$ cat config.mk
export PLATFORM = sky130hd
export DESIGN_NAME = qpm_cfg
export DESIGN_NICKNAME = d
export VERILOG_FILES = /design/src/rtl/core/qpm_pkg.sv /design/src/rtl/core/qpm_cfg.sv
export SDC_FILE = /design/constraint.sdc
export NUM_CORES = 1
export LEC_CHECK = 0
export BUFFER_PORTS_ARGS = -buffer_cell sky130_fd_sc_hd__buf_2
export CAP_MARGIN = 20
export CORE_MARGIN = 4
export CORE_UTILIZATION = 47
export CTS_CLUSTER_SIZE = 16
export DETAILED_ROUTE_END_ITERATION = 16
export GPL_ROUTABILITY_DRIVEN = 0
export PLACE_DENSITY_LB_ADDON = 0.12
export SYNTH_ARGS = -nofsm -noshare
export SYNTH_HDL_FRONTEND = slang
export SYNTH_SLANG_ARGS = --single-unit
$ cat constraint.sdc
create_clock -name clk -period 1.7 [get_ports clk]
set_input_delay 0.34 -clock clk [delete_from_list [all_inputs] [get_ports clk]]
set_output_delay 0.34 -clock clk [all_outputs]
set_load 0.05 [all_outputs]
$ cat src/rtl/core/qpm_pkg.sv
// ----------------------------------------------------------------------------
// qpm_pkg - shared types and constants for the quad PID motor mixer
// Field widths, fixed-point limits, reciprocal constants, command and
// status structs, and the residue tables for the error scaling.
// ----------------------------------------------------------------------------
`default_nettype none

package qpm_pkg;

  // stream payload widths
  localparam int InDataW  = 80;
  localparam int OutDataW = 64;
  localparam int DutyW    = 16;

  // configuration port
  localparam int CfgAddrW = 5;
  localparam int CfgDataW = 32;

  // internal widths
  localparam int NW    = 20;  // scaled stick/measurement difference, signed
  localparam int EW    = 29;  // Q16 error, signed
  localparam int EMagW = 28;
  localparam int DW    = 30;  // error difference, signed
  localparam int IntW  = 26;  // integral term, signed
  localparam int AxW   = 40;  // axis sum, signed
  localparam int MixW  = 28;  // clamped mix, signed

  // error scaling: n * 65536 / div, rounded, via reciprocal + residue table
  localparam int DivYaw   = 131;
  localparam int DivPr    = 10;
  localparam int RecYaw   = 512282;  // ceil(2^26 / 131)
  localparam int RecYawSh = 26;
  localparam int RecPr    = 6554;    // ceil(2^16 / 10)
  localparam int RecPrSh  = 16;

  // integral step: divide by 500 * 65536 = 2^18 * 125
  localparam logic [31:0] RecI      = 32'd2199023256;  // ceil(2^38 / 125)
  localparam int          RecISh    = 38;
  localparam logic [35:0] ISatBound = 36'd4194304000;  // 125 * 2^25
  localparam int          ISatQ     = 33554432;        // 2^25, beyond any reachable sum
  localparam int          RndI      = 16384000;

  localparam int          RndP    = 32768;
  localparam int          LimInt  = 16384000;          // 250.0 in Q16
  localparam logic [31:0] LimDpre = 32'd2576980378;
  localparam int          DerMul  = 500;
  localparam int          LimDer  = 19660800;          // 300.0 in Q16
  localparam int          LimMix  = 81920000;          // 1250.0 in Q16
  localparam int          MinThr  = 50;

  // axis codes
  localparam logic [1:0] AX_YAW   = 2'd0;
  localparam logic [1:0] AX_PITCH = 2'd1;
  localparam logic [1:0] AX_ROLL  = 2'd2;

  // multiplier operations
  typedef enum logic [2:0] {
    OP_NONE,
    OP_ERR,
    OP_P,
    OP_I,
    OP_D,
    OP_I2,
    OP_D2
  } op_t;

  typedef enum logic [3:0] {
    ST_IDLE,
    ST_E_MUL,
    ST_E_POST,
    ST_P_MUL,
    ST_I_MUL,
    ST_D_MUL,
    ST_I2_MUL,
    ST_D2_MUL,
    ST_D2_POST,
    ST_MIX,
    ST_OUT
  } state_t;

  typedef enum logic [2:0] {
    REG_BASE_THROTTLE,
    REG_KP_PITCH_ROLL,
    REG_KI_PITCH_ROLL,
    REG_KD_PITCH_ROLL,
    REG_KP_YAW_GAIN,
    REG_KI_YAW_GAIN,
    REG_KD_YAW_GAIN,
    REG_PWM_TOP
  } reg_idx_t;

  typedef struct packed {
    logic [11:0] base_throttle;
    logic [23:0] kp_pitch_roll;
    logic [23:0] ki_pitch_roll;
    logic [23:0] kd_pitch_roll;
    logic [23:0] kp_yaw_gain;
    logic [23:0] ki_yaw_gain;
    logic [23:0] kd_yaw_gain;
    logic [15:0] pwm_top;
  } cfg_t;

  typedef struct packed {
    logic       load;
    op_t        op;
    logic [1:0] axis;
    logic       mix;
    logic       out_load;
  } cmd_t;

  typedef struct packed {
    logic out_full;
  } sts_t;

  // residue tables: round((b * 65536) / div) for remainder b
  typedef logic [15:0] tab_yaw_t [256];
  typedef logic [15:0] tab_pr_t [16];

  function automatic tab_yaw_t mk_tab_yaw();
    tab_yaw_t t;
    for (int i = 0; i < 256; i++) begin
      t[i] = (i < DivYaw) ? 16'((i * 65536 + DivYaw / 2) / DivYaw) : 16'd0;
    end
    return t;
  endfunction

  function automatic tab_pr_t mk_tab_pr();
    tab_pr_t t;
    for (int i = 0; i < 16; i++) begin
      t[i] = (i < DivPr) ? 16'((i * 65536 + DivPr / 2) / DivPr) : 16'd0;
    end
    return t;
  endfunction

  localparam tab_yaw_t TabYaw = mk_tab_yaw();
  localparam tab_pr_t  TabPr  = mk_tab_pr();

endpackage

`default_nettype wire

$ cat src/rtl/core/qpm_cfg.sv
// ----------------------------------------------------------------------------
// qpm_cfg - configuration register file
// APB-style write/read access to throttle, gains and PWM top.
// ----------------------------------------------------------------------------
`default_nettype none

module qpm_cfg (
  input  wire logic                         clk,
  input  wire logic                         rst_n,
  input  wire logic                         cfg_psel,
  input  wire logic                         cfg_penable,
  input  wire logic                         cfg_pwrite,
  input  wire logic [qpm_pkg::CfgAddrW-1:0] cfg_paddr,
  input  wire logic [qpm_pkg::CfgDataW-1:0] cfg_pwdata,
  output logic      [qpm_pkg::CfgDataW-1:0] cfg_prdata,
  output logic                              cfg_pready,
  output qpm_pkg::cfg_t                     cfg
);

  qpm_pkg::cfg_t     cfg_r;
  qpm_pkg::reg_idx_t idx;
  logic              wr_en;

  assign idx        = qpm_pkg::reg_idx_t'(cfg_paddr[4:2]);
  assign wr_en      = cfg_psel && cfg_penable && cfg_pwrite && cfg_pready;
  assign cfg_pready = 1'b1;
  assign cfg        = cfg_r;

  always_ff @(posedge clk) begin
    if (!rst_n) begin
      cfg_r.base_throttle <= 12'd400;
      cfg_r.kp_pitch_roll <= 24'd1048576;
      cfg_r.ki_pitch_roll <= 24'd66;
      cfg_r.kd_pitch_roll <= 24'd589824;
      cfg_r.kp_yaw_gain   <= 24'd229376;
      cfg_r.ki_yaw_gain   <= 24'd66;
      cfg_r.kd_yaw_gain   <= 24'd0;
      cfg_r.pwm_top       <= 16'd2399;
    end else if (wr_en) begin
      unique case (idx)
        qpm_pkg::REG_BASE_THROTTLE: cfg_r.base_throttle <= cfg_pwdata[11:0];
        qpm_pkg::REG_KP_PITCH_ROLL: cfg_r.kp_pitch_roll <= cfg_pwdata[23:0];
        qpm_pkg::REG_KI_PITCH_ROLL: cfg_r.ki_pitch_roll <= cfg_pwdata[23:0];
        qpm_pkg::REG_KD_PITCH_ROLL: cfg_r.kd_pitch_roll <= cfg_pwdata[23:0];
        qpm_pkg::REG_KP_YAW_GAIN:   cfg_r.kp_yaw_gain   <= cfg_pwdata[23:0];
        qpm_pkg::REG_KI_YAW_GAIN:   cfg_r.ki_yaw_gain   <= cfg_pwdata[23:0];
        qpm_pkg::REG_KD_YAW_GAIN:   cfg_r.kd_yaw_gain   <= cfg_pwdata[23:0];
        qpm_pkg::REG_PWM_TOP:       cfg_r.pwm_top       <= cfg_pwdata[15:0];
        default: ;
      endcase
    end
  end

  always_comb begin
    unique case (idx)
      qpm_pkg::REG_BASE_THROTTLE: cfg_prdata = 32'(cfg_r.base_throttle);
      qpm_pkg::REG_KP_PITCH_ROLL: cfg_prdata = 32'(cfg_r.kp_pitch_roll);
      qpm_pkg::REG_KI_PITCH_ROLL: cfg_prdata = 32'(cfg_r.ki_pitch_roll);
      qpm_pkg::REG_KD_PITCH_ROLL: cfg_prdata = 32'(cfg_r.kd_pitch_roll);
      qpm_pkg::REG_KP_YAW_GAIN:   cfg_prdata = 32'(cfg_r.kp_yaw_gain);
      qpm_pkg::REG_KI_YAW_GAIN:   cfg_prdata = 32'(cfg_r.ki_yaw_gain);
      qpm_pkg::REG_KD_YAW_GAIN:   cfg_prdata = 32'(cfg_r.kd_yaw_gain);
      qpm_pkg::REG_PWM_TOP:       cfg_prdata = 32'(cfg_r.pwm_top);
      default:                    cfg_prdata = '0;
    endcase
  end

endmodule

`default_nettype wire

# == Word-level counts from Yosys, hierarchy flattened ==
# Index checks and enable logic that the tools add are counted.
# totals
reg_bits,172
in_bits,42
# classes
n_reduce_logical,11
eq_ne,7
n_mux,1
# ops
cell,count
32-bit one-hot mux with 8 select lines,1
2-bit AND reduction,8
3-bit == test (second input constant),4
3-bit by 2-bit == test with 1-bit output (second input constant),2
3-bit by 1-bit == test with 1-bit output (second input constant),1
3-bit logical NOT,1
1-bit logical AND,2

# == Depth between registers and ports, before layout ==
# logic_depth
word_depth,3
ltp_mapped,7

# == Worst setup path before layout ==
# OpenSTA, ideal clock, no wires.
# synth_path
path_kind,input to output
start,input cfg_paddr[3] in the netlist's numbering
end,output cfg_prdata[21] in the netlist's numbering
n_path_buf,4
required_ns,1.360
setup_slack_ns,-0.777
arrival_ns,2.137
cell_stages,6
cell_sequence,buf_6 > buf_12 > buf_6 > buf_4 > mux2i_1 > o21ai_0
# synth_between
elab_chain_len,2
elab_cells_between_ends,9
cone_classes,eq/ne (7); mux (1); reduce/logical (1)
# synth_lines
item,line,text
from (decl),qpm_cfg.sv:13,"input wire logic [qpm_pkg::CfgAddrW-1:0] cfg_paddr,"
3-bit == test (tied with other cells),qpm_cfg.sv:55,unique case (idx)
32-bit one-hot mux with 8 select lines (*),qpm_cfg.sv:55,
to (decl),qpm_cfg.sv:15,"output logic [qpm_pkg::CfgDataW-1:0] cfg_prdata,"
# Mark *: on every way between the ends. The rest lies on a longest branch, timed or not. The select of a mux whose other input is x is not followed.

# == Worst setup path in the final report ==
# layout_path
start,"register cfg_r, in the netlist cfg[47]"
end,output cfg_prdata[7] in the netlist's numbering
# layout_between
elab_chain_len,1
# layout_lines
item,line,text
from (decl),qpm_cfg.sv:20,qpm_pkg::cfg_t cfg_r;
32-bit one-hot mux with 8 select lines,qpm_cfg.sv:55,
# Every way passes these cells. The select of a mux whose other input is x is not followed.

==> metrics.cfg <==
[clock_network]
h-tree-depth=4
holdBufCountCts=0
root_buffer=clkbuf_16
cts.clk_slew.worst_paths_ns=0.07
cts_tree=built
insertion_delay_ns=0.42
cts_buffers=17
cts.sinks=172
cts.path.max_buffers=2

[final_layout]
final_nets=1317
syn_to_final_growth_pct=46.8
design_area_sq_mm=0.0119
largest_reg_flops=172
drive_above_1_share_pct=42.0

[floorplan]
start_util_pct=48.3
boundaryPins=247
design.die.area_sq_mm=0.0194
die_w_um=139
row_count=47
die_h_um=139
core-area_sq_mm=0.0168

[setup_path]
r2r_setup_slack_ns=0.89
path_class=reg -> out
startpoint=cfg[47]$_SDFFE_PN0P_
cp-end-kind=output pin
startpoint_type=flip-flop
required_ns=1.36
crit_fanout=2
worstPathArrival_ns=1.77
reg2reg_depth=4
reg2reg_from=cfg[2]$_SDFFE_PN1P_
reg2reg_to=cfg[2]$_SDFFE_PN1P_

[sta]
hold_slack_ns=0.223
rsz0062_at_grt=yes
fin_crit_ns=2.11
hold_violations=0
finalMaxSlewViolations=0
setup_viol=24
fin_worst_skew_ns=0
setup_ws_ns=-0.408
fmax_mhz=474
setup-tns-final_ns=-6.88
min_period_over_period_pct=124

[placed_design]
portBuffers=227
placed_area_sq_mm=0.0104
dp_hpwl_mm=21.4

[run_status]
outcome=complete, but fails checks
violations=setup timing

[hold_path]
hold_start=cfg_pwdata[20]
hold_path_end=cfg[132]$_SDFFE_PN0P_
min_path_cells=3
holdCritPathClass=in -> reg

[detailed_routing]
num_vias=8320
drt_wl_total_mm=30.0
drt-vias-per-instance=5.51
drc_errors=0
wl_per_cell_um=19.9
drt_iter0_markers=856
drtAntennaViolNets=0
dr.pass1.iters=5

[power]
pwr-share-seq_pct=43.8
switchingPower_w=0.00254
comb_power_share_pct=14.5
switching_share_pct=27.2
intPower_w=0.00680
leakagePower_nw=5.04
p_per_area_mw_per_mm2=785
irDropWorstVdd_uv=726
clock_power_share_pct=41.7

[synth]
synthArstFlopShare_pct=0
synth.avg_cell_area_sq_um=8.28
synth_cell_types=40
synth-seq-cells=172
synth_enable_flop_cells=0
ys.flop_type=dfxtp_1
synthTopCellsByArea=dfxtp_1, nand2_1, a21boi_0
synth_area_leader_cell=dfxtp_1
seq_area_frac_synth_pct=42.5
yosysWarnings=0
syn_inst=978
yosysTopAreaCellShare_pct=42.5
syn_area_sq_mm=0.00810

[global_route]
overflow=0
antenna_found_initial=1
grt_usage_pct=30.2
grt_max_degree=92
grt_pass1_wl_mm=46.2
grt_pass1_vias=7976

[flow_run]
drv_cap=0

[synth_stat cells (2+ instances only)]
master / count
conb_1: 2
clkbuf_1: 19
nand2_2: 3
mux4_2: 5
a22oi_1: 3
nor2b_1: 6
o21ai_0: 4
a21boi_1: 66
a21boi_0: 85
buf_6: 5
nand3_1: 23
nor2_1: 29
a221oi_1: 27
nand2_1: 347
inv_1: 15
buf_2: 43
nand2b_1: 5
buf_4: 24
mux2i_1: 24
o22a_1: 3
mux2_4: 7
mux2_2: 11
nor2_4: 5
nor2_2: 2
o211ai_1: 4
a22o_1: 11
dfxtp_1: 172
nand3_2: 2
a21oi_1: 15
[placed cells by master, fill, tap and decap left out, drive strengths merged, types with 3 or more instances in the layout]
cell type and count:
buf 362, a21boi 151, nand2b 5, mux2i 24
a21oi 15, clkbuf 20, clkinvlp 3, a221oi 27
clkinv 5, o22a 3, mux2 18, conb 9
inv 18, nor2b 6, o211ai 4, mux4 5
nand3 25, a22o 11, nor2 36, nand2 350
o21ai 4, dfxtp 172, a22oi 3
[power groups by stage]
stage	clock [W]	sequential (W)	combinational [W]
floorplan	0	0.00429	0.000700
global placement	0	0.00418	0.00113
detailed placement	0	0.00418	0.00114
CTS	0.00391	0.00409	0.00131
global route	0.00410	0.00409	0.00141
finish	0.00389	0.00409	0.00135
[worst max-delay path by stage]
stage,endpoint,cells after the start
after floorplan,cfg_prdata[16],6
after global placement,cfg_prdata[4],9
after detailed placement,cfg_prdata[6],7
after CTS,cfg_prdata[7],5
after global routing,cfg_prdata[5],5
final,cfg_prdata[7],5
[metal layers]
layer  track usage (%)  vias to the layer above  wire length, um
met5                 0                        -                0
met4              10.5                        0              796
met3              5.69                       50             2720
met2              44.3                      423            13200
met1              44.4                     3983            13400
li1                  -                     3864                -
[cell type report]
type / count / area [sq um]
clock buffer: 19 / 443
multi-input combinational: 706 / 4750
fill: 1298 / 4870
inverter: 15 / 56.3
antenna: 1 / 2.50
timing repair buffer: 363 / 2720
tap: 220 / 275
clock inverter: 13 / 141
sequential: 172 / 3490
[cell families after synthesis]
kind of cell | synth area share (%)
AO/OA/AOI/OAI | 20.6
buffers and inverters | 7.40
flip-flops | 42.5
multiplexers | 7.19
other | 0.0928
AND/OR/NAND/NOR | 22.2
[worst max-delay path, stage by stage (launching register included)]
cell and delay [ns]:
dfxtp_4 0.36, mux2_4 0.28, a22o_4 0.23, a221oi_4 0.28, nor2_4 0.04, buf_6 0.15
[what timing repair did]
action | CTS | global route
hold endpoints to repair | 0 | 0
cloned | 2 | 1
setup endpoints to repair | 24 | 24
resized for setup | 136 | 27
pin swaps | 34 | 28
buffers inserted | 22 | 2
[per-stage QoR]
step	instances	utilization, %	setup WS [ns]	total power [W]
after floorplan	985	-	-0.448	0.00499
after global placement	1449	62.2	-0.456	0.00532
after detailed placement	1449	62.2	-0.463	0.00532
after CTS	1505	69.9	-0.449	0.00931
after global routing	1509	70.9	-0.467	0.00960
final	1509	70.9	-0.408	0.00933
No activity file was read; power rests on OpenSTA's default activity.
