## src/rtl/core/qpm_pkg.sv

```systemverilog
// ----------------------------------------------------------------------------
// qpm_pkg - shared types and constants for the quad PID motor mixer
// Field widths, fixed-point limits, reciprocal constants, command and
// status structs, and the residue tables for the error scaling.
// ----------------------------------------------------------------------------
`default_nettype none

package qpm_pkg;

  // stream payload widths
  localparam int InDataW  = 80;
  localparam int OutDataW = 64;
  localparam int DutyW    = 16;

  // configuration port
  localparam int CfgAddrW = 5;
  localparam int CfgDataW = 32;

  // internal widths
  localparam int NW    = 20;  // scaled stick/measurement difference, signed
  localparam int EW    = 29;  // Q16 error, signed
  localparam int EMagW = 28;
  localparam int DW    = 30;  // error difference, signed
  localparam int IntW  = 26;  // integral term, signed
  localparam int AxW   = 40;  // axis sum, signed
  localparam int MixW  = 28;  // clamped mix, signed

  // error scaling: n * 65536 / div, rounded, via reciprocal + residue table
  localparam int DivYaw   = 131;
  localparam int DivPr    = 10;
  localparam int RecYaw   = 512282;  // ceil(2^26 / 131)
  localparam int RecYawSh = 26;
  localparam int RecPr    = 6554;    // ceil(2^16 / 10)
  localparam int RecPrSh  = 16;

  // integral step: divide by 500 * 65536 = 2^18 * 125
  localparam logic [31:0] RecI      = 32'd2199023256;  // ceil(2^38 / 125)
  localparam int          RecISh    = 38;
  localparam logic [35:0] ISatBound = 36'd4194304000;  // 125 * 2^25
  localparam int          ISatQ     = 33554432;        // 2^25, beyond any reachable sum
  localparam int          RndI      = 16384000;

  localparam int          RndP    = 32768;
  localparam int          LimInt  = 16384000;          // 250.0 in Q16
  localparam logic [31:0] LimDpre = 32'd2576980378;
  localparam int          DerMul  = 500;
  localparam int          LimDer  = 19660800;          // 300.0 in Q16
  localparam int          LimMix  = 81920000;          // 1250.0 in Q16
  localparam int          MinThr  = 50;

  // axis codes
  localparam logic [1:0] AX_YAW   = 2'd0;
  localparam logic [1:0] AX_PITCH = 2'd1;
  localparam logic [1:0] AX_ROLL  = 2'd2;

  // multiplier operations
  typedef enum logic [2:0] {
    OP_NONE,
    OP_ERR,
    OP_P,
    OP_I,
    OP_D,
    OP_I2,
    OP_D2
  } op_t;

  typedef enum logic [3:0] {
    ST_IDLE,
    ST_E_MUL,
    ST_E_POST,
    ST_P_MUL,
    ST_I_MUL,
    ST_D_MUL,
    ST_I2_MUL,
    ST_D2_MUL,
    ST_D2_POST,
    ST_MIX,
    ST_OUT
  } state_t;

  typedef enum logic [2:0] {
    REG_BASE_THROTTLE,
    REG_KP_PITCH_ROLL,
    REG_KI_PITCH_ROLL,
    REG_KD_PITCH_ROLL,
    REG_KP_YAW_GAIN,
    REG_KI_YAW_GAIN,
    REG_KD_YAW_GAIN,
    REG_PWM_TOP
  } reg_idx_t;

  typedef struct packed {
    logic [11:0] base_throttle;
    logic [23:0] kp_pitch_roll;
    logic [23:0] ki_pitch_roll;
    logic [23:0] kd_pitch_roll;
    logic [23:0] kp_yaw_gain;
    logic [23:0] ki_yaw_gain;
    logic [23:0] kd_yaw_gain;
    logic [15:0] pwm_top;
  } cfg_t;

  typedef struct packed {
    logic       load;
    op_t        op;
    logic [1:0] axis;
    logic       mix;
    logic       out_load;
  } cmd_t;

  typedef struct packed {
    logic out_full;
  } sts_t;

  // residue tables: round((b * 65536) / div) for remainder b
  typedef logic [15:0] tab_yaw_t [256];
  typedef logic [15:0] tab_pr_t [16];

  function automatic tab_yaw_t mk_tab_yaw();
    tab_yaw_t t;
    for (int i = 0; i < 256; i++) begin
      t[i] = (i < DivYaw) ? 16'((i * 65536 + DivYaw / 2) / DivYaw) : 16'd0;
    end
    return t;
  endfunction

  function automatic tab_pr_t mk_tab_pr();
    tab_pr_t t;
    for (int i = 0; i < 16; i++) begin
      t[i] = (i < DivPr) ? 16'((i * 65536 + DivPr / 2) / DivPr) : 16'd0;
    end
    return t;
  endfunction

  localparam tab_yaw_t TabYaw = mk_tab_yaw();
  localparam tab_pr_t  TabPr  = mk_tab_pr();

endpackage

`default_nettype wire

```

## src/rtl/core/qpm_ctrl.sv

```systemverilog
// ----------------------------------------------------------------------------
// qpm_ctrl - sequencer for the PID/mixer datapath
// Walks the three axes through the shared multiplier, then mixes and
// loads the output register once it is free.
// ----------------------------------------------------------------------------
`default_nettype none

module qpm_ctrl (
  input  wire logic           clk,
  input  wire logic           rst_n,
  input  wire logic           in_tvalid,
  output logic                in_tready,
  input  wire qpm_pkg::sts_t  sts,
  output qpm_pkg::cmd_t       cmd
);

  qpm_pkg::state_t state_r, state_nxt;
  logic [1:0]      axis_r, axis_nxt;

  always_ff @(posedge clk) begin
    if (!rst_n) begin
      state_r <= qpm_pkg::ST_IDLE;
      axis_r  <= qpm_pkg::AX_YAW;
    end else begin
      state_r <= state_nxt;
      axis_r  <= axis_nxt;
    end
  end

  // next state
  always_comb begin
    state_nxt = state_r;
    axis_nxt  = axis_r;
    unique case (state_r)
      qpm_pkg::ST_IDLE: begin
        axis_nxt = qpm_pkg::AX_YAW;
        if (in_tvalid) state_nxt = qpm_pkg::ST_E_MUL;
      end
      qpm_pkg::ST_E_MUL:  state_nxt = qpm_pkg::ST_E_POST;
      qpm_pkg::ST_E_POST: state_nxt = qpm_pkg::ST_P_MUL;
      qpm_pkg::ST_P_MUL:  state_nxt = qpm_pkg::ST_I_MUL;
      qpm_pkg::ST_I_MUL:  state_nxt = qpm_pkg::ST_D_MUL;
      qpm_pkg::ST_D_MUL:  state_nxt = qpm_pkg::ST_I2_MUL;
      qpm_pkg::ST_I2_MUL: state_nxt = qpm_pkg::ST_D2_MUL;
      qpm_pkg::ST_D2_MUL: state_nxt = qpm_pkg::ST_D2_POST;
      qpm_pkg::ST_D2_POST: begin
        if (axis_r == qpm_pkg::AX_ROLL) begin
          state_nxt = qpm_pkg::ST_MIX;
        end else begin
          state_nxt = qpm_pkg::ST_E_MUL;
          axis_nxt  = axis_r + 2'd1;
        end
      end
      qpm_pkg::ST_MIX: state_nxt = qpm_pkg::ST_OUT;
      qpm_pkg::ST_OUT: begin
        if (!sts.out_full) state_nxt = qpm_pkg::ST_IDLE;
      end
      default: state_nxt = qpm_pkg::ST_IDLE;
    endcase
  end

  // outputs
  always_comb begin
    in_tready    = (state_r == qpm_pkg::ST_IDLE);
    cmd.load     = (state_r == qpm_pkg::ST_IDLE) && in_tvalid;
    cmd.axis     = axis_r;
    cmd.mix      = (state_r == qpm_pkg::ST_MIX);
    cmd.out_load = (state_r == qpm_pkg::ST_OUT) && !sts.out_full;
    unique case (state_r)
      qpm_pkg::ST_E_MUL:  cmd.op = qpm_pkg::OP_ERR;
      qpm_pkg::ST_P_MUL:  cmd.op = qpm_pkg::OP_P;
      qpm_pkg::ST_I_MUL:  cmd.op = qpm_pkg::OP_I;
      qpm_pkg::ST_D_MUL:  cmd.op = qpm_pkg::OP_D;
      qpm_pkg::ST_I2_MUL: cmd.op = qpm_pkg::OP_I2;
      qpm_pkg::ST_D2_MUL: cmd.op = qpm_pkg::OP_D2;
      default:            cmd.op = qpm_pkg::OP_NONE;
    endcase
  end

  a_accept_starts_yaw: assert property (@(posedge clk) disable iff (!rst_n)
    (state_r == qpm_pkg::ST_IDLE && in_tvalid)
      |=> (state_r == qpm_pkg::ST_E_MUL && axis_r == qpm_pkg::AX_YAW))
    else $error("accepted transaction did not start on the yaw axis");

  a_mix_after_roll: assert property (@(posedge clk) disable iff (!rst_n)
    (state_r == qpm_pkg::ST_MIX)
      |-> ($past(state_r) == qpm_pkg::ST_D2_POST && $past(axis_r) == qpm_pkg::AX_ROLL))
    else $error("mix entered before all three axes were done");

endmodule

`default_nettype wire

```

## config.mk

```make
export PLATFORM = sky130hd
export DESIGN_NAME = qpm_ctrl
export DESIGN_NICKNAME = d
export VERILOG_FILES = /design/src/rtl/core/qpm_pkg.sv /design/src/rtl/core/qpm_ctrl.sv
export SDC_FILE = /design/constraint.sdc
export NUM_CORES = 1
export LEC_CHECK = 0
export ABC_AREA = 0
export BUFFER_PORTS_ARGS = -buffer_cell sky130_fd_sc_hd__buf_4
export CAP_MARGIN = 25
export CELL_PAD_IN_SITES_DETAIL_PLACEMENT = 0
export CELL_PAD_IN_SITES_GLOBAL_PLACEMENT = 1
export CORE_MARGIN = 3
export CORE_UTILIZATION = 30
export CTS_BUF_LIST = sky130_fd_sc_hd__clkbuf_16
export DETAILED_ROUTE_END_ITERATION = 6
export GPL_ROUTABILITY_DRIVEN = 1
export HOLD_SLACK_MARGIN = 0.08
export PLACE_DENSITY = 0.7
export SLEW_MARGIN = 20
export SYNTH_ARGS = -nofsm -noshare
export SYNTH_HDL_FRONTEND = slang
export SYNTH_SLANG_ARGS = --single-unit
```

## constraint.sdc

```tcl
create_clock -name clk -period 1.4 [get_ports clk]
set_input_delay 0.14 -clock clk [delete_from_list [all_inputs] [get_ports clk]]
set_output_delay 0.14 -clock clk [all_outputs]
set_load 0.005 [all_outputs]
```

# ---- Word-level counts from Yosys, hierarchy flattened
# Index checks and enable logic that the tools add are counted.
dict set report totals {
  reg_bits 6
  inputBits 4
  output_inout_bits 9
}
dict set report op_classes {
  addsub 1
  n_eq_ne 14
  muxes 7
  n_reduce_logical 7
}
# operator n
set op_table {}
lappend op_table {{$pmux W4 S11} 1}
lappend op_table {{$pmux W3 S6} 1}
lappend op_table {{$eq A4 B3 Y1 const B} 4}
lappend op_table {{$eq A4 B4 Y1 const B} 3}
lappend op_table {{$mux W4} 3}
lappend op_table {{$eq A4 B2 Y1 const B} 2}
lappend op_table {{$ne A2 B2 Y1 const B} 3}
lappend op_table {{$eq A4 B1 Y1 const B} 1}
lappend op_table {{$logic_not A4 Y1} 1}
lappend op_table {{$pmux W2 S2} 1}
lappend op_table {{$reduce_and A2 Y1} 2}
lappend op_table {{$add A2 B1 Y2 const B} 1}
lappend op_table {{$eq A2 B2 Y1 const B} 1}
lappend op_table {{$logic_and A1 B1 Y1} 2}
lappend op_table {{$mux W2} 1}
lappend op_table {{$reduce_bool A2 Y1} 1}
lappend op_table {{$logic_not A1 Y1} 1}

# ---- Depth between registers and ports, before layout
# Gate-level depths: netlist of run 1.
dict set report depth {
  ltp_word 3
  mapped_depth 5
  mapped_depth_nobuf 5
}

# ---- Worst setup path after synthesis of run 1
# Ideal clock, no wire load.
dict set report synth_path {
  kind {flip-flop to flip-flop}
  start {reg axis_r[0]}
  end {reg axis_r[0]}
  setup_ns 0.075
  t_arrival_ns 1.286
  required_ns 1.325
  slack_ns 0.039
  path_stages_with_launch 6
  path_buffers 0
  period_less_slack_ns 1.361
  path_cell_list {dfxtp_1 inv_1 ha_1 a2111oi_4 nand4_1 o22ai_1}
}
dict set report synth_via {
  elab_chain_cells 3
  elab_cells_between_ends 6
}
# item line
set synth_rtl {}
lappend synth_rtl {{start, declared} qpm_ctrl.sv:18} ;# logic [1:0] axis_r, axis_nxt;
lappend synth_rtl {{start signal, assigned} qpm_ctrl.sv:23} ;# axis_r <= qpm_pkg::AX_YAW;
lappend synth_rtl {{start signal, assigned} qpm_ctrl.sv:26} ;# axis_r <= axis_nxt;
lappend synth_rtl {{$add A2 B1 Y2 / $eq A2 B2 Y1 (equally long branches)} {qpm_ctrl.sv:51, qpm_ctrl.sv:47}}
lappend synth_rtl {{$mux W2 / $ne A2 B2 Y1 (equally long branches)} --}
lappend synth_rtl {{$pmux W2 S2 / $reduce_and A2 Y1 (equally long branches)} --}
# Parallel ways exist; a longest one is shown, timed or not. The select of a mux whose other input is x is not followed.
# A chain may end at the register's enable or synchronous reset.

==> metrics, run 1 <==
Worst Hold End state_r[3]; Worst EP arrival 1.20 ns; EDFF count, synth 0; Max Fanout on Critical Path 8; total wire length 977 um; Worst Setup Path Type flip-flop to primary output; top cell type by total area after synthesis dfxtp_1; Skew-Pair Late Insertion Delay 0.23 ns; Seq/Total Area, Yosys 0.285; # hold bufs at CTS 0; Tcrit/Tclk final 0.955; global-route wire length before repair 1500 um; CTS Buf Count 3; Layout Nets 68; area added between synthesis and finish 44.5%; Slew headroom 0.769; DRC 0; die width 43.5 um; Fin. Hold Viols 0; CP delay by family, top simple AND/OR/NAND/NOR gates; number of port buffers 12; Hold Crit Start rst_n; Die Ht 43.5 um; Worst Hold Class input port to flip-flop; total grt overflow 0; cell chain of the critical path nor4_2 > and2_1 > buf_4; ranking of synthesized cells by area dfxtp_1 (28%), a2111oi_4 (6.5%), buf_4 (5.3%), nor3b_1 (5.3%), mux2i_1 (4.7%); vias in the first global route 328; Metal-1 WL 449 um; Core Region 1220 um2; startpoint types flip-flop; synth unique cells 29; largest net degree at the start of global routing 15; # setup viols final 0; Netlist Area Pre-Place 422 um2; Min-Delay Path Depth 3; Fillers 110; Std-Cell Rows 12; most numerous cell in the Yosys netlist dfxtp_1; R2R depth 5; initial antenna violation count 0; area share of the largest cell type after synthesis 0.285; Initial Util 0.347; CTS root buffer clkbuf_16; die area 1890 um2; slew at the pin with the worst max-slew slack 0.346 ns; Synth Instances 48; area of the multi-input gates 273 um2; fraction of layout cells with a size suffix above 1 0.443; Crit. End Element primary output; Max Cap Viol 0; Max Used Layer met4; pwr dens 1260 nW/um2; clk sinks 6; Yosys reg bits 6; Synth Warn # 0; CTS tree done; met2 routed WL 431 um; VDD IR max 0.502 mV; vias per cell 5.35; PnR worst setup slack 0.0624 ns; Post-synth top cells dfxtp_1 (6), nand2_1 (5), nor2_1 (4), buf_4 (3), nor3b_1 (3); Final Critical Period 1.34 ns; Worst Path Buf+Inv 1; Detailed Place HPWL 635 um; R2R setup slack 0.08 ns; slowest cell on the critical path dfxtp_2; R2R Path End axis_r[0]; syn nets 53; io pins 13; Leak 0.254 nW; FF/Latch Area 128 um2; Clock Skew 0.00171 ns; Worst EP required 1.26 ns; asr flop ratio synth 0; routed vias 401; hold slack 0.214 ns; Clock transition at path regs 0.03 ns; gr usage total 0.109; clk buf depth 2; synthesized area per cell 8.78 um2; htree depth 1; RR Startpoint axis_r[0]; status complete, no violations; drt pass-1 iters 4; Place WS 0.00794 ns; GPL Wtd Cong 0.630; wire length per cell 13.0 um; Final ANT Viol Nets 0; Primary FF master, synth dfxtp_1; 1st-iter DRT viols 7; WL met3 59 um; Max Slew Vio Count 0; Fin Setup TNS 0 ns; Achievable Freq 748 MHz; Pwr Total 0.769 mW; diodes inserted 0; CP max stage delay 0.36 ns
## stage by stage
stage,utilization,area (um2),instances
floorplan,-,422,48
global placement,0.421,512,71
detailed placement,0.421,512,71
CTS,0.487,592,74
global route,0.501,609,75
finish,0.501,609,75
## cells by family (layout without fill, tap and decap cells)
logic type,after synthesis,count (layout),share of synthesized area
simple gates,24,24,0.371
compound gates,8,8,0.160
flops,6,6,0.285
buf+inv,6,19,0.0860
mux,2,2,0.0475
fa+ha+maj,1,1,0.0297
xor+xnor,1,1,0.0208
## placed cells by master (no fill, tap or decap), types with 2 or more instances in the layout
cell	netlist	routed
and2_1	2	2
buf_4	3	15
clkbuf_16	0	3
dfxtp_1	6	2
dfxtp_2	0	3
mux2i_1	2	2
nand2_1	5	5
nor2_1	4	4
nor3b_1	3	2
o21ai_1	2	2
## layout make-up
cell class | instances | area share
clock buffer | 3 | 0.123
inverter | 1 | 0.00616
multi-input combinational | 36 | 0.448
sequential | 6 | 0.209
tap | 14 | 0.0287
timing repair buffer | 15 | 0.185
## metal layers
metal  up-vias  GRT usage
met1       180      0.145
li1        201          -
met4         0      0.108
met2        15      0.136
met3         5     0.0249
met5         -          0
## worst register-to-register path, delay by kind of cell (launching register included)
kind | cells | cell delay (ns)
compound gates | 2 | 0.53
fa+ha+maj | 1 | 0.19
buf+inv | 1 | 0.05
flops | 1 | 0.32
simple gates | 1 | 0.15
## what timing repair did
| action | CTS | global route |
|---|---|---|
| buffers inserted | 0 | 1 |
| endpoints found under the hold margin | 0 | 0 |
| gates resized for setup | 4 | 3 |
| pin swaps | 0 | 2 |
| endpoints found under the setup margin | 7 | 2 |
## how the worst max path moves through the flow
| stage | start | end | slack [ns] | cells after the start |
|---|---|---|---|---|
| after floorplan | axis_r[0] | axis_r[0] | 0.04 | 5 |
| after global placement | axis_r[0] | axis_r[0] | 0.07 | 5 |
| after detailed placement | axis_r[0] | axis_r[0] | 0.008 | 5 |
| after CTS | axis_r[0] | axis_r[0] | 0.006 | 5 |
| after global routing | axis_r[0] | axis_r[0] | -0.04 | 5 |
| final | state_r[3] | cmd[7] | 0.06 | 3 |
## where the power goes
part,internal [mW],switching (mW),total (mW)
combinational,0.0625,0.0376,0.100
sequential,0.181,0.0277,0.208
clock,0.366,0.0944,0.461
## flip-flops by register name, summed over array words and instances, names as in the netlist
name     cells
state_r      4
axis_r       2
(Power assumes the default switching activity.)
==> inputs of run 2 (changes only) <==
--- a/config.mk
+++ b/config.mk
@@ -5,18 +5,19 @@
 export SDC_FILE = /design/constraint.sdc
 export NUM_CORES = 1
 export LEC_CHECK = 0
-export ABC_AREA = 0
+export ABC_AREA = 1
 export BUFFER_PORTS_ARGS = -buffer_cell sky130_fd_sc_hd__buf_4
 export CAP_MARGIN = 25
 export CELL_PAD_IN_SITES_DETAIL_PLACEMENT = 0
 export CELL_PAD_IN_SITES_GLOBAL_PLACEMENT = 1
+export CORE_ASPECT_RATIO = 0.9
 export CORE_MARGIN = 3
-export CORE_UTILIZATION = 30
+export CORE_UTILIZATION = 28
 export CTS_BUF_LIST = sky130_fd_sc_hd__clkbuf_16
 export DETAILED_ROUTE_END_ITERATION = 6
 export GPL_ROUTABILITY_DRIVEN = 1
 export HOLD_SLACK_MARGIN = 0.08
-export PLACE_DENSITY = 0.7
+export PLACE_DENSITY = 0.71
 export SLEW_MARGIN = 20
 export SYNTH_ARGS = -nofsm -noshare
 export SYNTH_HDL_FRONTEND = slang
==> run 2 against run 1 <==
- sequential share of layout area is 0.99 points lower
- clock-buffer cell count unchanged
- sequential power down 5%
- power hardly changed
- fmax is 0.11% higher
- critical path type unchanged
- critical path depth increased by 2
- hold slack worse by 0.10 ns
- die area increased by 6.2%
- largest cell class unchanged
- largest power group unchanged
- register-to-register slack better by 0.24 ns
==> metrics, run 2 <==
Worst Setup Path Type flip-flop to primary output; Worst EP arrival 1.20 ns; GPL Wtd Cong 0.808; top cell type by total area after synthesis dfxtp_1; die area 2010 um2; Initial Util 0.319; status complete, no violations; Non-Filler Instances 100; slowest cell on the critical path dfxtp_1; Clock transition at path regs 0.03 ns; Max Cap Viol 0; Seq/Total Area, Yosys 0.285; gr usage total 0.111; startpoint types flip-flop; die width 46.9 um; io pins 13; total wire length 985 um; most frequent cells in the layout nand2_1 (17), inv_1 (14), buf_4 (12), nor2_1 (10); Leak 0.310 nW; Layout Nets 93; slew at the pin with the worst max-slew slack 0.260 ns; pwr dens 1270 nW/um2; diodes inserted 0; CP startpoint state_r[1]; CTS Buf Count 3; Slew headroom 0.826; vias in the first global route 375; synthesized area per cell 5.94 um2; drt pass-1 iters 4; Crit. End Element primary output; asr flop ratio synth 0; CP max stage delay 0.41 ns; number of port buffers 12; RSZ-0062 raised after global routing yes; fraction of layout cells with a size suffix above 1 0.314; Achievable Freq 748 MHz; Fillers 133; CTS tree done; VDD IR max 0.843 mV; # hold bufs at CTS 0; Crit path depth 5; most numerous cell in the Yosys netlist nand2_1; # setup viols final 0; Post-synth top cells nand2_1 (17), inv_1 (14), nor2_1 (11), dfxtp_1 (6), nand3_1 (5); Synth Instances 71; Clock Skew 0.00103 ns; CP delay by family, top flip-flops; Core Region 1320 um2; total grt overflow 0; Primary FF master, synth dfxtp_1; Top reg by flops state_r; final core occ 0.460; Yosys reg bits 6; htree depth 1; FF/Latch Area 121 um2; R2R Path End state_r[3]; clk buf depth 2; clk sinks 6; 1st-iter DRT viols 5; total placed cells including tap cells 97; Max Slew Vio Count 0; routed vias 460; Max Fanout on Critical Path 5; Tcrit/Tclk final 0.954; wire length per cell 9.85 um; area added between synthesis and finish 44.2%; Most common cell on crit path nor2_1; synth unique cells 16; critical path endpoint cmd[0]; area share of the largest cell type after synthesis 0.285; DRC 0; syn nets 76; RR Startpoint state_r[1]; Netlist Area Pre-Place 422 um2; global-route wire length before repair 1590 um; area of the multi-input gates 244 um2; Synth Warn # 0; Detailed Place HPWL 788 um; EDFF count, synth 0; setup repair bufs after CTS 0; largest net degree at the start of global routing 8; CTS root buffer clkbuf_16; ranking of synthesized cells by area dfxtp_1 (28%), nand2_1 (15%), inv_1 (12%), nor2_1 (9.8%), nand2_2 (5.9%); vias per cell 4.60; Skew-Pair Late Insertion Delay 0.22 ns; Final ANT Viol Nets 0; commonest non-fill, non-tap cell in the layout nand2_1; Largest register FFs 4; Std-Cell Rows 12; Final Critical Period 1.34 ns; R2R setup slack 0.32 ns; R2R depth 6; Worst Hold Class input port to flip-flop; Worst EP required 1.26 ns; Die Ht 42.8 um; Fin. Hold Viols 0; Worst Path Buf+Inv 2; biggest regs state_r x4, axis_r x2; cell chain of the critical path inv_2 > nor2_1 > nand2_1 > nor2_1 > buf_4; initial antenna violation count 0
[run 2: changes by cell type in the layout (fill, tap and decap cells not counted), moves of 4 or more]
cell / change
nand2_2: +4
inv_1: +13
nand3_1: +5
nand2_1: +12
nor2_1: +6
[run 2: report_power, final]
part	internal, mW	total [mW]	switching [mW]
Sequential	0.183	0.197	0.0143
Clock	0.366	0.453	0.0876
Combinational	0.0524	0.119	0.0667
Total	0.601	0.769	0.169
[run 2: per-layer routing]
| layer | global-route usage | part of all wire |
|---|---|---|
| met5 | 0 | 0 |
| met4 | 0.0331 | 0 |
| met3 | 0.0508 | 0.11 |
| met2 | 0.149 | 0.39 |
| met1 | 0.155 | 0.50 |
[run 2: kinds of logic after synthesis]
logic type | Yosys count | synth area share
flops | 6 | 0.285
fa+ha+maj | 1 | 0.0297
buf+inv | 16 | 0.142
simple gates | 42 | 0.451
compound gates | 6 | 0.0920
[run 2: how the worst min path moves through the flow]
stage	from	end	slack (ns)	cells after the start
CTS	rst_n	state_r[3]	0.11	3
detailed placement	rst_n	state_r[3]	0.34	3
finish	rst_n	state_r[3]	0.11	3
global route	rst_n	state_r[3]	0.13	3
floorplan	rst_n	state_r[3]	0.24	2
global placement	rst_n	state_r[3]	0.34	3
[run 2: per-stage QoR]
step	TNS [ns]	instance area, um2	hold WS (ns)	total power, mW	worst slack [ns]
CTS	0	606	0.110	0.781	0.0328
floorplan	0	422	0.238	0.266	0.396
finish	0	608	0.113	0.769	0.0640
detailed placement	0	529	0.343	0.317	0.216
global route	-0.0338	608	0.130	0.816	-0.0162
global placement	0	529	0.343	0.320	0.263
[run 2: what timing repair did]
action / CTS / global route
gates resized for setup: 1 / 1
cloned: 0 / 0
pin swaps: 0 / 0
endpoints found under the setup margin: 1 / 4
[run 2: cell type report]
class                           instances  share of cell area
Sequential cell                         6               0.200
Tap cell                               14              0.0288
Multi-Input combinational cell         49               0.401
Inverter                               16              0.0988
Timing Repair Buffer                   12               0.148
Clock buffer                            3               0.123
[run 2: worst register-to-register path, cell delays in order (launching register included)]
cell and delay (ns):
dfxtp_1 0.41, inv_2 0.08, nor2_1 0.18, nand3_1 0.14
nand4_1 0.13, nand2_1 0.05, inv_1 0.04
==> inputs of run 3 (changes only) <==
--- a/config.mk
+++ b/config.mk
@@ -10,7 +10,6 @@
 export CAP_MARGIN = 25
 export CELL_PAD_IN_SITES_DETAIL_PLACEMENT = 0
 export CELL_PAD_IN_SITES_GLOBAL_PLACEMENT = 1
-export CORE_ASPECT_RATIO = 0.9
 export CORE_MARGIN = 3
 export CORE_UTILIZATION = 28
 export CTS_BUF_LIST = sky130_fd_sc_hd__clkbuf_16
==> run 3 against run 2 <==
- combinational power about the same
- sequential power about the same
- first-iteration DRC count up 100%
- clock power up 3%
- clock-buffer cell count unchanged
- cell count up 1.0%
- fmax up 2.1%
- design area up 1.6%
- sequential share of layout area up 0.28 points
- critical endpoint is now cmd[5]
- highest routed layer is now met4
==> metrics, run 3 (synthesized netlist as in run 2, its figures left out) <==
status complete, no violations; gr usage total 0.119; Clock transition at path regs 0.03 ns; Max Cap Viol 0; Worst EP arrival 1.17 ns; htree depth 1; Top reg by flops state_r; Combinational Power Share 0.153; 1st-iter DRT viols 10; initial antenna violation count 0; Clock Skew 0.000221 ns; # setup viols final 0; CTS tree done; CTS root buffer clkbuf_16; global-route wire length before repair 1610 um; Std-Cell Rows 13; Worst Path Buf+Inv 3; Core Region 1350 um2; Worst EP required 1.26 ns; area added between synthesis and finish 46.6%; RSZ-0062 raised after global routing no; die area 2010 um2; clk buf depth 2; Psw 0.178 mW; Hold Crit Start rst_n; R2R setup slack 0.35 ns; CP max stage delay 0.36 ns; clk sinks 6; Worst Setup Path Type flip-flop to primary output; CP startpoint state_r[2]; Layout Nets 93; cell chain of the critical path inv_1 > nor2_2 > inv_2 > o211ai_1 > buf_4; RR Startpoint axis_r[0]; Leak 0.310 nW; Largest register FFs 4; placed cell areas 531 um2; Final Critical Period 1.31 ns; biggest regs state_r x4, axis_r x2; Worst Hold Class input port to flip-flop; GPL Wtd Cong 0.774; slew at the pin with the worst max-slew slack 0.273 ns; vias per cell 4.50; drt pass-1 iters 4; Tcrit/Tclk final 0.935; commonest non-fill, non-tap cell in the layout nand2_1; VDD IR max 0.640 mV; largest net degree at the start of global routing 8; Max Slew Vio Count 0; Clock power frac 0.596; total grt overflow 0; CP delay by family, top flip-flops; Seq pwr share 0.251; startpoint types flip-flop; internal power 0.602 mW; most frequent cells in the layout nand2_1 (17), inv_1 (13), buf_4 (12), nor2_1 (8); Crit. End Element primary output; die width 44.8 um; CTS Buf Count 3; DRC 0; io pins 13; switching share of power 0.229; Achievable Freq 764 MHz; final core occ 0.458; wire length per cell 9.55 um; vias in the first global route 379; Die Ht 44.8 um; diodes inserted 0; Initial Util 0.312; Fillers 150; number of port buffers 12; total placed cells including tap cells 98; final instance area 618 um2; Final ANT Viol Nets 0; Fin Setup TNS 0 ns; pwr dens 1260 nW/um2; routed vias 454; Detailed Place HPWL 758 um; Non-Filler Instances 101; Skew-Pair Late Insertion Delay 0.23 ns; fraction of layout cells with a size suffix above 1 0.360; slowest cell on the critical path dfxtp_4; Max Fanout on Critical Path 5; total wire length 965 um; Slew headroom 0.818; Fin. Hold Viols 0
-- run 3: per-layer routing --
layer | track usage | up-vias | share of wire
met5 | 0 | - | 0
met4 | 0.123 | 0 | 0.028
met3 | 0.0398 | 4 | 0.056
met2 | 0.135 | 13 | 0.39
met1 | 0.161 | 184 | 0.52
li1 | - | 253 | -
-- run 3: path summary, 6_finish.rpt --
| kind | endpoint | cells after the start |
|---|---|---|
| worst max-delay path | cmd[5] | 5 |
| worst min-delay path | state_r[3] | 3 |
| worst max register to register | axis_r[0] | 8 |
| worst min register to register | axis_r[0] | 2 |
-- run 3: metrics by stage --
| stage | power (mW) | hold slack [ns] | worst slack [ns] |
|---|---|---|---|
| floorplan | 0.266 | 0.238 | 0.396 |
| global placement | 0.317 | 0.346 | 0.245 |
| detailed placement | 0.314 | 0.347 | 0.204 |
| CTS | 0.787 | 0.114 | 0.0304 |
| global route | 0.817 | 0.136 | 0.00812 |
| finish | 0.781 | 0.116 | 0.0911 |
-- run 3: what timing repair did --
item                                    CTS  global route
resized for setup                         1             7
endpoints found under the setup margin    2             3
buffers inserted                          0             0
pin swaps                                 0             1
hold buffers                              0             0
-- run 3: worst min-delay path, cell delays in order --
cell and delay [ns]:
buf_4 0.09, nand2_1 0.05, inv_1 0.04
-- run 3: cell type report --
cell class / instances / area [um2] / share of cell area
inverters: 16 / 60.1 / 0.0972
repair buffers: 12 / 90.1 / 0.146
well taps: 15 / 18.8 / 0.0304
flip-flops and latches: 6 / 125 / 0.202
clock buffers: 3 / 75.1 / 0.121
multi-input cells: 49 / 249 / 0.403
-- run 3: power by group through the flow --
stage	registers, mW	clock network (mW)	logic, mW
after floorplan	0.196	0	0.0705
after global placement	0.198	0	0.118
after detailed placement	0.198	0	0.116
after CTS	0.196	0.474	0.118
after global routing	0.198	0.480	0.139
final	0.196	0.465	0.119
